File: src/hdl/ehe_pkg.sv
// Shared types, character codes and the entity text table for the HTML entity escaper.
// No dependencies.
`default_nettype none

package ehe_pkg;

    localparam int QUEUE_DEPTH = 2;

    localparam logic [7:0] CH_AMP   = 8'h26;
    localparam logic [7:0] CH_LT    = 8'h3C;
    localparam logic [7:0] CH_GT    = 8'h3E;
    localparam logic [7:0] CH_QUOT  = 8'h22;
    localparam logic [7:0] CH_APOS  = 8'h27;
    localparam logic [7:0] CH_LEAD  = 8'hC3;
    localparam logic [7:0] CH_A_ACU = 8'hA1;
    localparam logic [7:0] CH_E_ACU = 8'hA9;
    localparam logic [7:0] CH_I_ACU = 8'hAD;
    localparam logic [7:0] CH_O_ACU = 8'hB3;
    localparam logic [7:0] CH_U_ACU = 8'hBA;
    localparam logic [7:0] CH_N_TIL = 8'hB1;
    localparam logic [7:0] CH_N_TUC = 8'h91;

    typedef enum logic [3:0] {
        ENT_AMP,
        ENT_LT,
        ENT_GT,
        ENT_QUOT,
        ENT_APOS,
        ENT_AACUTE,
        ENT_EACUTE,
        ENT_IACUTE,
        ENT_OACUTE,
        ENT_UACUTE,
        ENT_NTILDE,
        ENT_NTILDE_UC
    } ent_id_t;

    typedef enum logic [1:0] {
        BODY_NONE,
        BODY_BYTE,
        BODY_ENT
    } body_kind_t;

    // One queued output run: optional leading 0xC3, body, optional trailing 0xC3.
    typedef struct packed {
        logic       pre;
        logic       post;
        body_kind_t kind;
        ent_id_t    ent;
        logic [7:0] data;
    } run_t;

    // Entity text, left aligned, zero padded.
    function automatic logic [63:0] ent_text(ent_id_t id);
        case (id)
            ENT_AMP:       return {"&amp;", 24'h0};
            ENT_LT:        return {"&lt;", 32'h0};
            ENT_GT:        return {"&gt;", 32'h0};
            ENT_QUOT:      return {"&quot;", 16'h0};
            ENT_APOS:      return {"&#39;", 24'h0};
            ENT_AACUTE:    return "&aacute;";
            ENT_EACUTE:    return "&eacute;";
            ENT_IACUTE:    return "&iacute;";
            ENT_OACUTE:    return "&oacute;";
            ENT_UACUTE:    return "&uacute;";
            ENT_NTILDE:    return "&ntilde;";
            ENT_NTILDE_UC: return "&Ntilde;";
            default:       return 64'h0;
        endcase
    endfunction

    function automatic logic [3:0] ent_len(ent_id_t id);
        case (id)
            ENT_AMP:  return 4'd5;
            ENT_LT:   return 4'd4;
            ENT_GT:   return 4'd4;
            ENT_QUOT: return 4'd6;
            ENT_APOS: return 4'd5;
            default:  return 4'd8;
        endcase
    endfunction

    function automatic logic [7:0] ent_char(ent_id_t id, logic [2:0] k);
        logic [63:0] t;
        t = ent_text(id) << {k, 3'b000};
        return t[63:56];
    endfunction

endpackage

`default_nettype wire

File: src/hdl/ehe_front.sv
// Front end: takes input bytes, tracks a held 0xC3 lead, classifies each byte into a run.
// Depends on ehe_pkg.
`default_nettype none

module ehe_front (
    input  wire logic        clk,
    input  wire logic        rst_n,
    input  wire logic        in_valid,
    input  wire logic [7:0]  byte_in,
    input  wire logic        end_of_text,
    input  wire logic        q_full,
    output logic             in_stall,
    output logic             push,
    output ehe_pkg::run_t    run
);
    import ehe_pkg::*;

    logic lead_reg;
    logic lead_next;
    logic accept;
    logic accent_hit;
    ent_id_t accent_id;
    logic hold;

    assign in_stall = q_full;
    assign accept   = in_valid && !q_full;

    always_comb
    begin
        accent_hit = 1'b1;
        accent_id  = ENT_AACUTE;
        case (byte_in)
            CH_A_ACU: accent_id = ENT_AACUTE;
            CH_E_ACU: accent_id = ENT_EACUTE;
            CH_I_ACU: accent_id = ENT_IACUTE;
            CH_O_ACU: accent_id = ENT_OACUTE;
            CH_U_ACU: accent_id = ENT_UACUTE;
            CH_N_TIL: accent_id = ENT_NTILDE;
            CH_N_TUC: accent_id = ENT_NTILDE_UC;
            default:  accent_hit = 1'b0;
        endcase
    end

    always_comb
    begin
        run.pre  = 1'b0;
        run.post = 1'b0;
        run.kind = BODY_BYTE;
        run.ent  = ENT_AMP;
        run.data = byte_in;
        hold     = 1'b0;
        if (lead_reg && accent_hit)
        begin
            run.kind = BODY_ENT;
            run.ent  = accent_id;
        end
        else
        begin
            run.pre = lead_reg;
            case (byte_in)
                CH_AMP:  begin run.kind = BODY_ENT; run.ent = ENT_AMP;  end
                CH_LT:   begin run.kind = BODY_ENT; run.ent = ENT_LT;   end
                CH_GT:   begin run.kind = BODY_ENT; run.ent = ENT_GT;   end
                CH_QUOT: begin run.kind = BODY_ENT; run.ent = ENT_QUOT; end
                CH_APOS: begin run.kind = BODY_ENT; run.ent = ENT_APOS; end
                CH_LEAD: begin run.kind = BODY_NONE; hold = 1'b1;       end
                default: run.kind = BODY_BYTE;
            endcase
        end
        // lead left over at end of text goes out raw
        if (end_of_text && hold)
        begin
            run.post = 1'b1;
            hold     = 1'b0;
        end
        lead_next = hold;
    end

    assign push = accept && (run.pre || run.post || (run.kind != BODY_NONE));

    always_ff @(posedge clk or negedge rst_n)
    begin
        if (!rst_n)
            lead_reg <= 1'b0;
        else if (accept)
            lead_reg <= lead_next;
    end

endmodule

`default_nettype wire

File: src/hdl/ehe_queue.sv
// Small register FIFO between front and back end.
// No package dependencies.
`default_nettype none

module ehe_queue #(
    parameter int WIDTH = 16,
    parameter int DEPTH = 2     // 2 or more
) (
    input  wire logic             clk,
    input  wire logic             rst_n,
    input  wire logic             push,
    input  wire logic [WIDTH-1:0] wr_data,
    input  wire logic             pop,
    output logic                  full,
    output logic                  not_empty,
    output logic [WIDTH-1:0]      rd_data
);
    localparam int PTR_W = $clog2(DEPTH);
    localparam int CNT_W = $clog2(DEPTH + 1);

    logic [WIDTH-1:0] mem_reg [DEPTH];
    logic [PTR_W-1:0] wr_ptr_reg;
    logic [PTR_W-1:0] rd_ptr_reg;
    logic [CNT_W-1:0] count_reg;

    assign full      = (count_reg == CNT_W'(DEPTH));
    assign not_empty = (count_reg != '0);
    assign rd_data   = mem_reg[rd_ptr_reg];

    always_ff @(posedge clk)
    begin
        if (push)
            mem_reg[wr_ptr_reg] <= wr_data;
    end

    always_ff @(posedge clk or negedge rst_n)
    begin
        if (!rst_n)
        begin
            wr_ptr_reg <= '0;
            rd_ptr_reg <= '0;
            count_reg  <= '0;
        end
        else
        begin
            if (push)
                wr_ptr_reg <= (wr_ptr_reg == PTR_W'(DEPTH - 1)) ? '0 : wr_ptr_reg + 1'b1;
            if (pop)
                rd_ptr_reg <= (rd_ptr_reg == PTR_W'(DEPTH - 1)) ? '0 : rd_ptr_reg + 1'b1;
            if (push && !pop)
                count_reg <= count_reg + 1'b1;
            else if (pop && !push)
                count_reg <= count_reg - 1'b1;
        end
    end

endmodule

`default_nettype wire

File: src/hdl/ehe_back.sv
// Back end: walks the head run into the output register, one byte per unstalled cycle.
// Depends on ehe_pkg.
`default_nettype none

module ehe_back (
    input  wire logic          clk,
    input  wire logic          rst_n,
    input  wire logic          head_valid,
    input  ehe_pkg::run_t      head,
    output logic               pop,
    output logic               out_valid,
    input  wire logic          out_stall,
    output logic [7:0]         byte_out,
    output logic               run_last
);
    import ehe_pkg::*;

    logic [3:0] pos_reg;
    logic [3:0] body_len;
    logic [3:0] total;
    logic [3:0] k;
    logic [7:0] cur_byte;
    logic       cur_last;
    logic       emit;
    logic       out_valid_reg;
    logic [7:0] byte_reg;
    logic       last_reg;

    always_comb
    begin
        case (head.kind)
            BODY_BYTE: body_len = 4'd1;
            BODY_ENT:  body_len = ent_len(head.ent);
            default:   body_len = 4'd0;
        endcase
        total    = body_len + {3'b000, head.pre} + {3'b000, head.post};
        k        = pos_reg - {3'b000, head.pre};
        cur_last = (pos_reg == total - 4'd1);
        if (head.pre && pos_reg == 4'd0)
            cur_byte = CH_LEAD;
        else if (k < body_len)
            cur_byte = (head.kind == BODY_ENT) ? ent_char(head.ent, k[2:0]) : head.data;
        else
            cur_byte = CH_LEAD;
    end

    assign emit      = head_valid && (!out_valid_reg || !out_stall);
    assign pop       = emit && cur_last;
    assign out_valid = out_valid_reg;
    assign byte_out  = byte_reg;
    assign run_last  = last_reg;

    always_ff @(posedge clk or negedge rst_n)
    begin
        if (!rst_n)
        begin
            pos_reg       <= '0;
            out_valid_reg <= 1'b0;
        end
        else
        begin
            if (emit)
                pos_reg <= cur_last ? 4'd0 : pos_reg + 4'd1;
            if (emit)
                out_valid_reg <= 1'b1;
            else if (!out_stall)
                out_valid_reg <= 1'b0;
        end
    end

    always_ff @(posedge clk)
    begin
        if (emit)
        begin
            byte_reg <= cur_byte;
            last_reg <= cur_last;
        end
    end

endmodule

`default_nettype wire

File: src/hdl/html_entity_escaper.sv
// HTML entity escaper, top level: front end, run queue, back end.
// Depends on ehe_pkg, ehe_front, ehe_queue, ehe_back.
//
// Usage:
//   Input channel (in_valid/in_stall, byte_in, end_of_text) takes one text byte per
//   transfer; end_of_text marks the last byte of a text. Output channel
//   (out_valid/out_stall, byte_out, run_last) gives one escaped byte per transfer,
//   with run_last set on the final byte of each queued run.
//   & < > " ' become &amp; &lt; &gt; &quot; &#39;. A 0xC3 lead is held; followed
//   by A1 A9 AD B3 BA B1 91 the pair becomes the accented-letter entity, else the
//   0xC3 goes out raw and the next byte is handled normally. A lead still held at
//   end of text goes out raw in the same run. A held lead alone gives no output.
// Path: an accepted byte's run is written into the run queue, and its first byte
//   is then taken from the queue head into the output register.
// Throughput: one output byte per cycle while out_stall is low, set by the back
//   end's byte walker. Plain bytes sustain one input per cycle while the output is
//   not stalled; an entity run holds the back end until its last byte goes out, and
//   the input stalls once the run queue (QUEUE_DEPTH runs) fills.
// Reset: clears the held lead, the queue, the byte position and the output valid flag.
// Output stall: the output register holds its byte; the back end waits and the
//   queue fills, then in_stall rises.
`default_nettype none

module html_entity_escaper #(
    parameter int QUEUE_DEPTH = ehe_pkg::QUEUE_DEPTH   // 2 or more
) (
    input  wire logic       clk,
    input  wire logic       rst_n,
    input  wire logic       in_valid,
    output logic            in_stall,
    input  wire logic [7:0] byte_in,
    input  wire logic       end_of_text,
    output logic            out_valid,
    input  wire logic       out_stall,
    output logic [7:0]      byte_out,
    output logic            run_last
);
    import ehe_pkg::*;

    localparam int RUN_W = $bits(run_t);

    logic q_full;
    logic q_not_empty;
    logic push;
    logic pop;
    run_t run_in;
    run_t run_head;
    logic [RUN_W-1:0] head_bits;

    // classify: one run per input byte, none while only a lead is held
    ehe_front u_front (
        .clk         (clk),
        .rst_n       (rst_n),
        .in_valid    (in_valid),
        .byte_in     (byte_in),
        .end_of_text (end_of_text),
        .q_full      (q_full),
        .in_stall    (in_stall),
        .push        (push),
        .run         (run_in)
    );

    // decouples input acceptance from multi-byte run emission
    ehe_queue #(
        .WIDTH (RUN_W),
        .DEPTH (QUEUE_DEPTH)
    ) u_queue (
        .clk       (clk),
        .rst_n     (rst_n),
        .push      (push),
        .wr_data   (run_in),
        .pop       (pop),
        .full      (q_full),
        .not_empty (q_not_empty),
        .rd_data   (head_bits)
    );

    assign run_head = run_t'(head_bits);

    // emit: one byte per cycle while the output is not stalled, pops the run with its last byte
    ehe_back u_back (
        .clk        (clk),
        .rst_n      (rst_n),
        .head_valid (q_not_empty),
        .head       (run_head),
        .pop        (pop),
        .out_valid  (out_valid),
        .out_stall  (out_stall),
        .byte_out   (byte_out),
        .run_last   (run_last)
    );

endmodule

`default_nettype wire
File: config.mk
export PLATFORM = sky130hd
export DESIGN_NAME = html_entity_escaper
export DESIGN_NICKNAME = d
export VERILOG_FILES = /design/src/hdl/ehe_pkg.sv /design/src/hdl/ehe_front.sv /design/src/hdl/ehe_queue.sv /design/src/hdl/ehe_back.sv /design/src/hdl/html_entity_escaper.sv
export SDC_FILE = /design/constraint.sdc
export NUM_CORES = 1
export LEC_CHECK = 0
export BUFFER_PORTS_ARGS = -buffer_cell sky130_fd_sc_hd__buf_2
export CAP_MARGIN = 20
export CORE_MARGIN = 3
export CORE_UTILIZATION = 65
export DETAILED_ROUTE_END_ITERATION = 8
export HOLD_SLACK_MARGIN = 0.06
export PLACE_DENSITY = 0.81
export RECOVER_POWER = 100
export SYNTH_ARGS = -nofsm -noshare
export SYNTH_HDL_FRONTEND = slang
export SYNTH_SLANG_ARGS = --single-unit
File: constraint.sdc
create_clock -name clk -period 11.27 [get_ports clk]
set_input_delay 2.254 -clock clk [delete_from_list [all_inputs] [get_ports clk]]
set_output_delay 2.254 -clock clk [all_outputs]
set_load 0.02 [all_outputs]
Word level (Yosys, flattened, before mapping):

Memories as Yosys holds them, arrays and structs flattened.
Index checks and enable logic that the tools add are counted.

* $add $sub $neg: 9
* order comparisons: 1
* equal/unequal tests: 22
* shifts and indexed selects: 1
* muxes and demuxes: 24
* bitwise gates (word level): 1
* reduce and logical (&&, ||, !) cells: 27

Operator list (number)
* 2-to-1 mux 64 bit: 2
* == test 8 bit, second input constant: 8
* << shifter 64 x 6 -> 64 bit: 1
* == test 8 x 6 -> 1 bit, second input constant: 5
* one-hot mux 4 bit (6 select lines): 1
* 2-to-1 mux 1 bit: 12
* one-hot mux 3 bit (4 select lines): 1
* one-hot mux 4 bit (3 select lines): 1
* logical AND 1 bit: 9
* adder 4 x 1 -> 4 bit: 2
* == test 4 x 2 -> 1 bit, second input constant: 2
* logical NOT 4 bit: 2
* 2-to-1 mux 8 bit: 1
* one-hot mux 4 bit (2 select lines): 1
* OR reduction 7 bit: 1
* 2-to-1 mux 6 bit: 1
* nonzero test 2 bit: 3
* OR reduction 2 bit: 3
* logical NOT 1 bit: 5
* OR reduction 5 bit: 1
* adder 4 x 1 -> 4 bit, second input constant: 1
* == test 2 bit, second input constant: 2
* == test 4 x 1 -> 1 bit, second input constant: 1
* == test 4 x 3 -> 1 bit, second input constant: 1
* 14 further kinds: 18

* register bits after elaboration: 19
* memory bits (writable): 32
* ROM bits: 752
* input port bits: 13
* output and inout bits: 11
* word-level logic and storage cells: 95
* memories kept: 2

Memories
* (name not given): words 16, bits a word 47, read ports 1, clocked after memory_dff 0, write ports 0, line ehe_pkg.sv:55 `case (id)`
* u_queue.mem_reg: words 2, bits a word 16, read ports 1, clocked after memory_dff 0, write ports 1, line ehe_queue.sv:21 `logic [WIDTH-1:0] mem_reg [DEPTH];`

Logic depth before layout (Yosys ltp):

Gate-level depths: netlist of run 1.

* depth in word-level cells: 14
* mapped depth: 22
* gate-level depth less buffers: 17

Modules after synthesis:

From an unflattened synthesis of run 1, not the netlist that was laid out.

* cell total of the unflattened synthesis: 326
* area, all modules: 3465.8 um2

By module, submodules not included
* ehe_back: times used 1, cells each 193, area an instance 1605.3 um2, sequential area each 395.4 um2
* ehe_queue: times used 1, cells each 66, area an instance 1395.1 um2, sequential area each 1061.0 um2
* ehe_front: times used 1, cells each 67, area an instance 465.4 um2, sequential area each 25.0 um2

Worst setup path after synthesis of run 1:

Ideal clock, no wire load.

* kind: reg2reg
* start: reg u_queue.rd_ptr_reg
* end: reg u_queue.count_reg[1]
* library setup time: 0.079 ns
* arrival time: 4.662 ns
* required time: 11.191 ns
* path slack: 6.529 ns
* stages on the path, launching flop included: 21
* buffers on the path: 5
* cells stage by stage: dfrtp_1 buf_6 buf_6 clkbuf_1 mux2i_1 ha_1 clkbuf_1 clkbuf_1 a31oi_1 or2_2 ha_1 inv_1 ha_1 fa_1 xor2_1 nor4_4 nand2_1 ha_1 xor2_1 nor2_1 xor2_1

* longest elaborated chain between the ends: 13

RTL lines
* from (decl): line ehe_queue.sv:23 `logic [PTR_W-1:0] rd_ptr_reg;`
* from (signal assigned): line ehe_queue.sv:49 `rd_ptr_reg <= (rd_ptr_reg == PTR_W'(DEPTH - 1)) ? '0 : rd_ptr_reg + 1'b1;`
* memory read (2 x 16 bit) *
* == test 4 x 3 -> 1 bit (tied with other cells): line ehe_pkg.sv:73 `case (id)`
* OR reduction 2 bit (no line)
* one-hot mux 4 bit (3 select lines): line ehe_pkg.sv:73
* one-hot mux 4 bit (2 select lines): line ehe_back.sv:31 `case (head.kind)`
* adder 4 x 1 -> 4 bit: line ehe_back.sv:36 `total = body_len + {3'b000, head.pre} + {3'b000, head.post};`
* adder 4 x 1 -> 4 bit *: line ehe_back.sv:36
* subtractor 4 x 1 -> 4 bit *: line ehe_back.sv:38 `cur_last = (pos_reg == total - 4'd1);`
* == test 4 bit *: line ehe_back.sv:38
* via u_back.cur_last: line ehe_back.sv:23 `logic cur_last;`
* logical AND 1 bit *: line ehe_back.sv:48 `assign pop = emit && cur_last;`
* logical NOT 1 bit: line ehe_queue.sv:50 `if (push && !pop)`
* logical AND 1 bit: line ehe_queue.sv:50
* 2-to-1 mux 2 bit / nonzero test 2 bit (equally long branches)
* to (signal assigned): line ehe_queue.sv:51 `count_reg <= count_reg + 1'b1;`
* to (signal assigned): line ehe_queue.sv:53 `count_reg <= count_reg - 1'b1;`
* to (decl): line ehe_queue.sv:24 `logic [CNT_W-1:0] count_reg;`

The timed path passes the listed nets; every way through them passes the cells marked *.
A chain may end at the register's enable or synchronous reset.

Worst setup path in the final report of run 1:

Ends and elaborated chain as after synthesis.

==> impl_metrics.yaml, run 1 <==
status:
  status: "completed"
timing:
  rsz0062_at_grt: "false"
  fin_crit_sh_pct: 51.9
  max_freq_mhz: 171
  slew-limit-headroom_pct: 16.0
  tightest_slew_ns: 1.26
  setup_viol: 0
  fin_skew_ns: 0.00585
  maxSlewViolCount: 0
  min_period_ns: 5.85
  final.setup.tns_ns: 0
  report.final.hold_viol_count: 0
global_route:
  grt_use_met1_pct: 34.2
  grt-ovfl-total: 0
  grt_pass1_wl_mm: 12.3
  grt_start_max_net_pins: 27
  grt_pass1_vias: 2538
  use_met3_pct: 5.22
  grt_util_met2_pct: 41.2
  grt_util_all_layers_pct: 25.3
  antenna_found_initial: 0
  busiest_layer: "met2"
route:
  viasPerCell: 6.48
  via_count: 2709
  drc: 0
  drt_first_iter_violations: 339
  post_drt_wl_per_cell_microns: 17.6
  ant_nets: 0
  firstDrtPassIters: 5
  totalWireLength_mm: 7.35
synth:
  async_reset_ff_share_pct: 19.6
  seq_area_frac_synth_pct: 42.9
  netlist_area_sq_um: 3450
  synthTopCellsByCount: "41 x edfxtp_1, 24 x nand2_1, 21 x ha_1, 21 x o21ai_0, 19 x nor2_1"
  syn_nets: 367
  synth_edf_count: 41
  ys_seq_elements: 51
  synthTopCellsByArea: "edfxtp_1 36%, ha_1 7.6%, dfrtp_1 7.2%"
  synth.avg_cell_area_sq_um: 10.4
  synth_most_common_cell: "edfxtp_1"
  netlist_instances: 332
  ys_warn_count: 0
  synth_cell_type_count: 66
  post-synth-top-area-cell: "edfxtp_1"
  yosysTopAreaCellShare_pct: 35.7
  synthFlopType: "edfxtp_1"
clock_tree:
  cts_buffers: 5
  clkTransAtPathRegs_ns: 0.08
  cts_root_buf: "clkbuf_8"
  clkLatencyLatePin_ns: 0.30
  hold_buffers: 0
  cts_buffer_depth: 2
  htreeDepth: 2
  clkSinkCount: 51
  tritoncts: "built"
  cts_setup_buffers: 0
  cts_resized: 0
floorplan:
  start_util_pct: 70.3
  core-area_sq_um: 4910
  ios: 24
  die_w_microns: 78.9
  die_y_microns: 78.9
  die_area_sq_um: 6220
  placementRows: 25
placement:
  gp_congestion: 0.933
  dp_hpwl_mm: 5.43
  io_buffers: 23
critical_path:
  rrSetupSlack_ns: 5.42
  critPathMaxFanout: 26
  critPathLaunchType: "register"
  crit_type: "reg2reg"
  cp-end-kind: "register"
  required_ns: 11.50
  arrival_ns: 6.07
power_and_ir_drop:
  leakage_nw: 1.33
  power_mw: 1.03
  comb_power_share_pct: 55.9
  p_int_uw: 568
  seqPwrFrac_pct: 30.0
  ir_worst_vdd_mv: 0.202
  power_density_nw_per_um2: 280
  switching_share_pct: 44.6
  p_switching_uw: 457
  power_frac_clock_pct: 14.1
min_path:
  hold_path_class: "reg2reg"
final_layout:
  fin_nets: 385
  areaGrowthSynthToFinish_pct: 6.05
  drive_gt1_share_pct: 7.41
  antennaDiodeCount: 0
  largest_reg_flops: 32
flow_run:
  cap_viol_max_count: 0
==> metrics by stage <==
| step | cell area, sq um | instances | util, % | setup WS (ns) | hold WS, ns |
|---|---|---|---|---|---|
| floorplan | 3450 | 332 | - | 6.53 | 0.455 |
| global placement | 3590 | 410 | 73.0 | 6.72 | 0.470 |
| detailed placement | 3590 | 410 | 73.0 | 6.52 | 0.484 |
| CTS | 3720 | 418 | 75.7 | 6.52 | 0.498 |
| global route | 3660 | 418 | 74.5 | 4.76 | 0.535 |
| finish | 3660 | 418 | 74.5 | 5.42 | 0.492 |
==> cells in the final DEF, fill, tap and decap left out, types with 3 or more instances in the layout <==
cell,n
ha_1,21
edfxtp_1,41
buf_2,3
nand4_1,3
o22ai_1,4
a211oi_1,11
a31oi_1,4
nor3b_1,4
clkbuf_1,23
nand2b_1,8
o211ai_1,4
o32ai_1,3
mux2_2,5
a21oi_1,13
xor2_1,6
nor3_1,11
nand2_1,24
inv_1,17
nand3_1,9
o21ai_0,23
nor2b_1,12
nor2_1,19
a21o_1,3
mux2i_1,8
nor4_1,3
clkbuf_8,5
xnor2_1,7
dfrtp_1,10
==> power groups by stage <==
stage               clock network (mW)  registers [mW]  logic (mW)
floorplan                            0           0.316       0.451
global placement                     0           0.308       0.579
detailed placement                   0           0.311       0.580
CTS                              0.146           0.306       0.585
global route                     0.156           0.313       0.627
finish                           0.145           0.308       0.573
==> worst max-delay path, cell delays in order, from the launching register on <==
cell and delay (ns):
dfrtp_1 0.47, clkbuf_1 0.96, mux2_1 0.54, inv_1 0.20, ha_1 0.43, a31oi_1 0.13
or2_2 0.30, ha_1 0.27, inv_1 0.04, ha_1 0.22, fa_1 0.45, xor2_1 0.17
nor4_1 0.73, nand2_1 0.22, ha_1 0.24, xor2_1 0.14, nor2_1 0.12, xor2_1 0.14
==> layout make-up <==
type                            instances  area [sq um]
Clock buffer                            6          72.6
Clock inverter                          2          60.1
Fill cell                             372          1250
Inverter                               17          63.8
Multi-Input combinational cell        249          1790
Sequential cell                        51          1480
Tap cell                               67          83.8
Timing Repair Buffer                   26           105
==> cells by family after synthesis <==
family | count (synthesis) | synth area share [%]
mux | 16 | 5.36
xor+xnor | 14 | 4.10
simple gates | 110 | 17.8
fa+ha+maj | 22 | 8.19
flops | 51 | 42.9
buf+inv | 32 | 4.35
compound gates | 87 | 17.3
==> per-layer routing <==
layer	up-vias	wire length, microns	part of all wire (%)
li1	1286	-	-
met4	0	199	2.7
met2	156	3470	47
met1	1245	3140	43
met5	-	0	0
met3	22	544	7.4
==> path summary, 6_finish.rpt <==
| path | from | cells past startpoint | endpoint |
|---|---|---|---|
| worst max-delay path | u_queue.rd_ptr_reg | 17 | u_queue.count_reg[1] |
| worst min-delay path | u_queue.wr_ptr_reg | 1 | u_queue.wr_ptr_reg |
| worst max register to register | u_queue.rd_ptr_reg | 17 | u_queue.count_reg[1] |
| worst min register to register | u_queue.wr_ptr_reg | 1 | u_queue.wr_ptr_reg |
| max in group asynchronous | rst_n | 1 | u_queue.rd_ptr_reg |
| min in group asynchronous | rst_n | 1 | u_front.lead_reg |
No activity file was read; power rests on OpenSTA's default activity.
==> run 2, diff against run 1 <==
--- a/config.mk
+++ b/config.mk
@@ -8,10 +8,10 @@
 export BUFFER_PORTS_ARGS = -buffer_cell sky130_fd_sc_hd__buf_2
 export CAP_MARGIN = 20
 export CORE_MARGIN = 3
-export CORE_UTILIZATION = 65
+export CORE_UTILIZATION = 61
 export DETAILED_ROUTE_END_ITERATION = 8
 export HOLD_SLACK_MARGIN = 0.06
-export PLACE_DENSITY = 0.81
+export PLACE_DENSITY = 0.76
 export RECOVER_POWER = 100
 export SYNTH_ARGS = -nofsm -noshare
 export SYNTH_HDL_FRONTEND = slang
==> constraint.sdc (replaced) <==
create_clock -name clk -period 5.7 [get_ports clk]
set_input_delay 1.14 -clock clk [delete_from_list [all_inputs] [get_ports clk]]
set_output_delay 1.14 -clock clk [all_outputs]
set_load 0.02 [all_outputs]
==> impl_metrics.yaml, run 2 (synthesized netlist as in run 1, its figures left out) <==
route:
  ant_nets: 0
  wl_met2_mm: 3.30
  top_layer: "met4"
  post_drt_wl_per_cell_microns: 17.3
  drt_first_iter_violations: 560
  viasPerCell: 6.51
  route.met3.wl_microns: 566
  drc: 0
  via_count: 2741
  totalWireLength_mm: 7.28
  firstDrtPassIters: 5
  m1WireLength_mm: 3.20
global_route:
  grt_start_max_net_pins: 24
  grt_util_all_layers_pct: 24.4
  grt_pass1_vias: 2521
  grt-ovfl-total: 0
  grt_pass1_wl_mm: 12.4
  antenna_found_initial: 0
power_and_ir_drop:
  power_density_nw_per_um2: 562
  switching_share_pct: 45.2
  p_switching_uw: 934
  ir_worst_vdd_mv: 0.338
  leakage_nw: 1.34
  power_frac_clock_pct: 14.0
  seqPwrFrac_pct: 29.6
  power_mw: 2.07
  p_int_mw: 1.13
  comb_power_share_pct: 56.4
final_layout:
  fin_nets: 385
  antennaDiodeCount: 0
  final_area_sq_um: 3680
  final_common_cell: "edfxtp_1"
  multiInputGateArea_sq_um: 1810
  final_cells: 421
  most-common-layout-cells: "41 x edfxtp_1, 24 x nand2_1, 23 x o21ai_0, 22 x clkbuf_1, 21 x ha_1"
  nFillCells: 391
  areaGrowthSynthToFinish_pct: 6.71
  largest_reg_flops: 32
  drive_gt1_share_pct: 8.26
  seq_area_sq_um: 1480
  utilization_pct: 69.5
clock_tree:
  cts_buffers: 5
  cts_root_buf: "clkbuf_8"
  cts_buffer_depth: 2
  clkTransAtPathRegs_ns: 0.09
  cts_resized: 0
  hold_buffers: 0
  tritoncts: "built"
  cts_setup_buffers: 0
  clkSinkCount: 51
  htreeDepth: 2
  clkLatencyLatePin_ns: 0.30
floorplan:
  ios: 24
  die_w_microns: 81.2
  placementRows: 26
  core-area_sq_um: 5300
  die_y_microns: 81.2
  die_area_sq_um: 6600
  start_util_pct: 65.1
flow_run:
  cap_viol_max_count: 0
timing:
  tightest_slew_ns: 1.03
  maxSlewViolCount: 0
  fin_crit_sh_pct: 84.3
  holdWs_ns: 0.500
  slew-limit-headroom_pct: 31.1
  final.setup.worst_slack_ns: 0.896
  report.final.hold_viol_count: 0
  min_period_ns: 4.80
  max_freq_mhz: 208
  fin_skew_ns: 0.00376
  final.setup.tns_ns: 0
  rsz0062_at_grt: "false"
  setup_viol: 0
min_path:
  min_path_cells: 1
  hold_path_class: "reg2reg"
critical_path:
  critPathLaunchType: "register"
  reg2reg_depth: 15
  critPathMaxFanout: 23
  arrival_ns: 5.03
  cp-end-kind: "register"
  crit_type: "reg2reg"
  required_ns: 5.93
placement:
  post_dp_cell_area_sq_um: 3590
  gp_congestion: 0.938
  io_buffers: 23
  dp_hpwl_mm: 5.41
  preCtsSetupSlack_ns: 0.946
  dp_cells: 413
status:
  status: "completed"
-- run 2: cell count changes in the layout (fill, tap and decap cells not counted) --
| cell | delta |
|---|---|
| buf_4 | +1 |
| clkbuf_1 | -1 |
| mux2_1 | -1 |
| mux2_2 | +1 |
| nor4_1 | -1 |
| nor4_4 | +1 |
-- run 2: per-layer routing --
layer	vias up	global-route usage (%)
li1	1285	-
met1	1268	34.5
met2	162	38.1
met3	26	4.10
met4	0	8.28
met5	-	0
-- run 2: final cells by class --
class / count / share of cell area (%)
Timing Repair Buffer: 26 / 2.96
Inverter: 17 / 1.73
Clock buffer: 6 / 1.97
Sequential cell: 51 / 40.2
Clock inverter: 2 / 1.63
Tap cell: 70 / 2.38
Multi-Input combinational cell: 249 / 49.1
-- run 2: critical path: stages, from the launching register on --
cell and delay (ns):
dfrtp_1 0.57, buf_4 0.36, mux2i_1 0.40, ha_1 0.46, a31oi_1 0.13, or2_2 0.31
ha_1 0.27, inv_1 0.04, ha_1 0.22, fa_1 0.47, xor2_1 0.21, nor4_4 0.44
nand2_1 0.19, ha_1 0.35, nor2_1 0.14, xor2_1 0.15
-- run 2: worst paths after layout --
path / end / start / slack, ns
max in group asynchronous: u_back.pos_reg[3] / rst_n / 4.52
min in group asynchronous: u_front.lead_reg / rst_n / 0.80
worst min register to register: u_queue.wr_ptr_reg / u_queue.wr_ptr_reg / 0.50
worst max register to register: u_queue.count_reg[1] / u_queue.rd_ptr_reg / 0.90
worst max-delay path: u_queue.count_reg[1] / u_queue.rd_ptr_reg / 0.90
worst min-delay path: u_queue.wr_ptr_reg / u_queue.wr_ptr_reg / 0.50
-- run 2: power groups by stage --
stage / registers, mW / logic (mW) / clock network [mW]
final: 0.612 / 1.17 / 0.290
after global routing: 0.626 / 1.28 / 0.312
after CTS: 0.611 / 1.16 / 0.295
after detailed placement: 0.619 / 1.15 / 0
after global placement: 0.616 / 1.14 / 0
after floorplan: 0.625 / 0.892 / 0
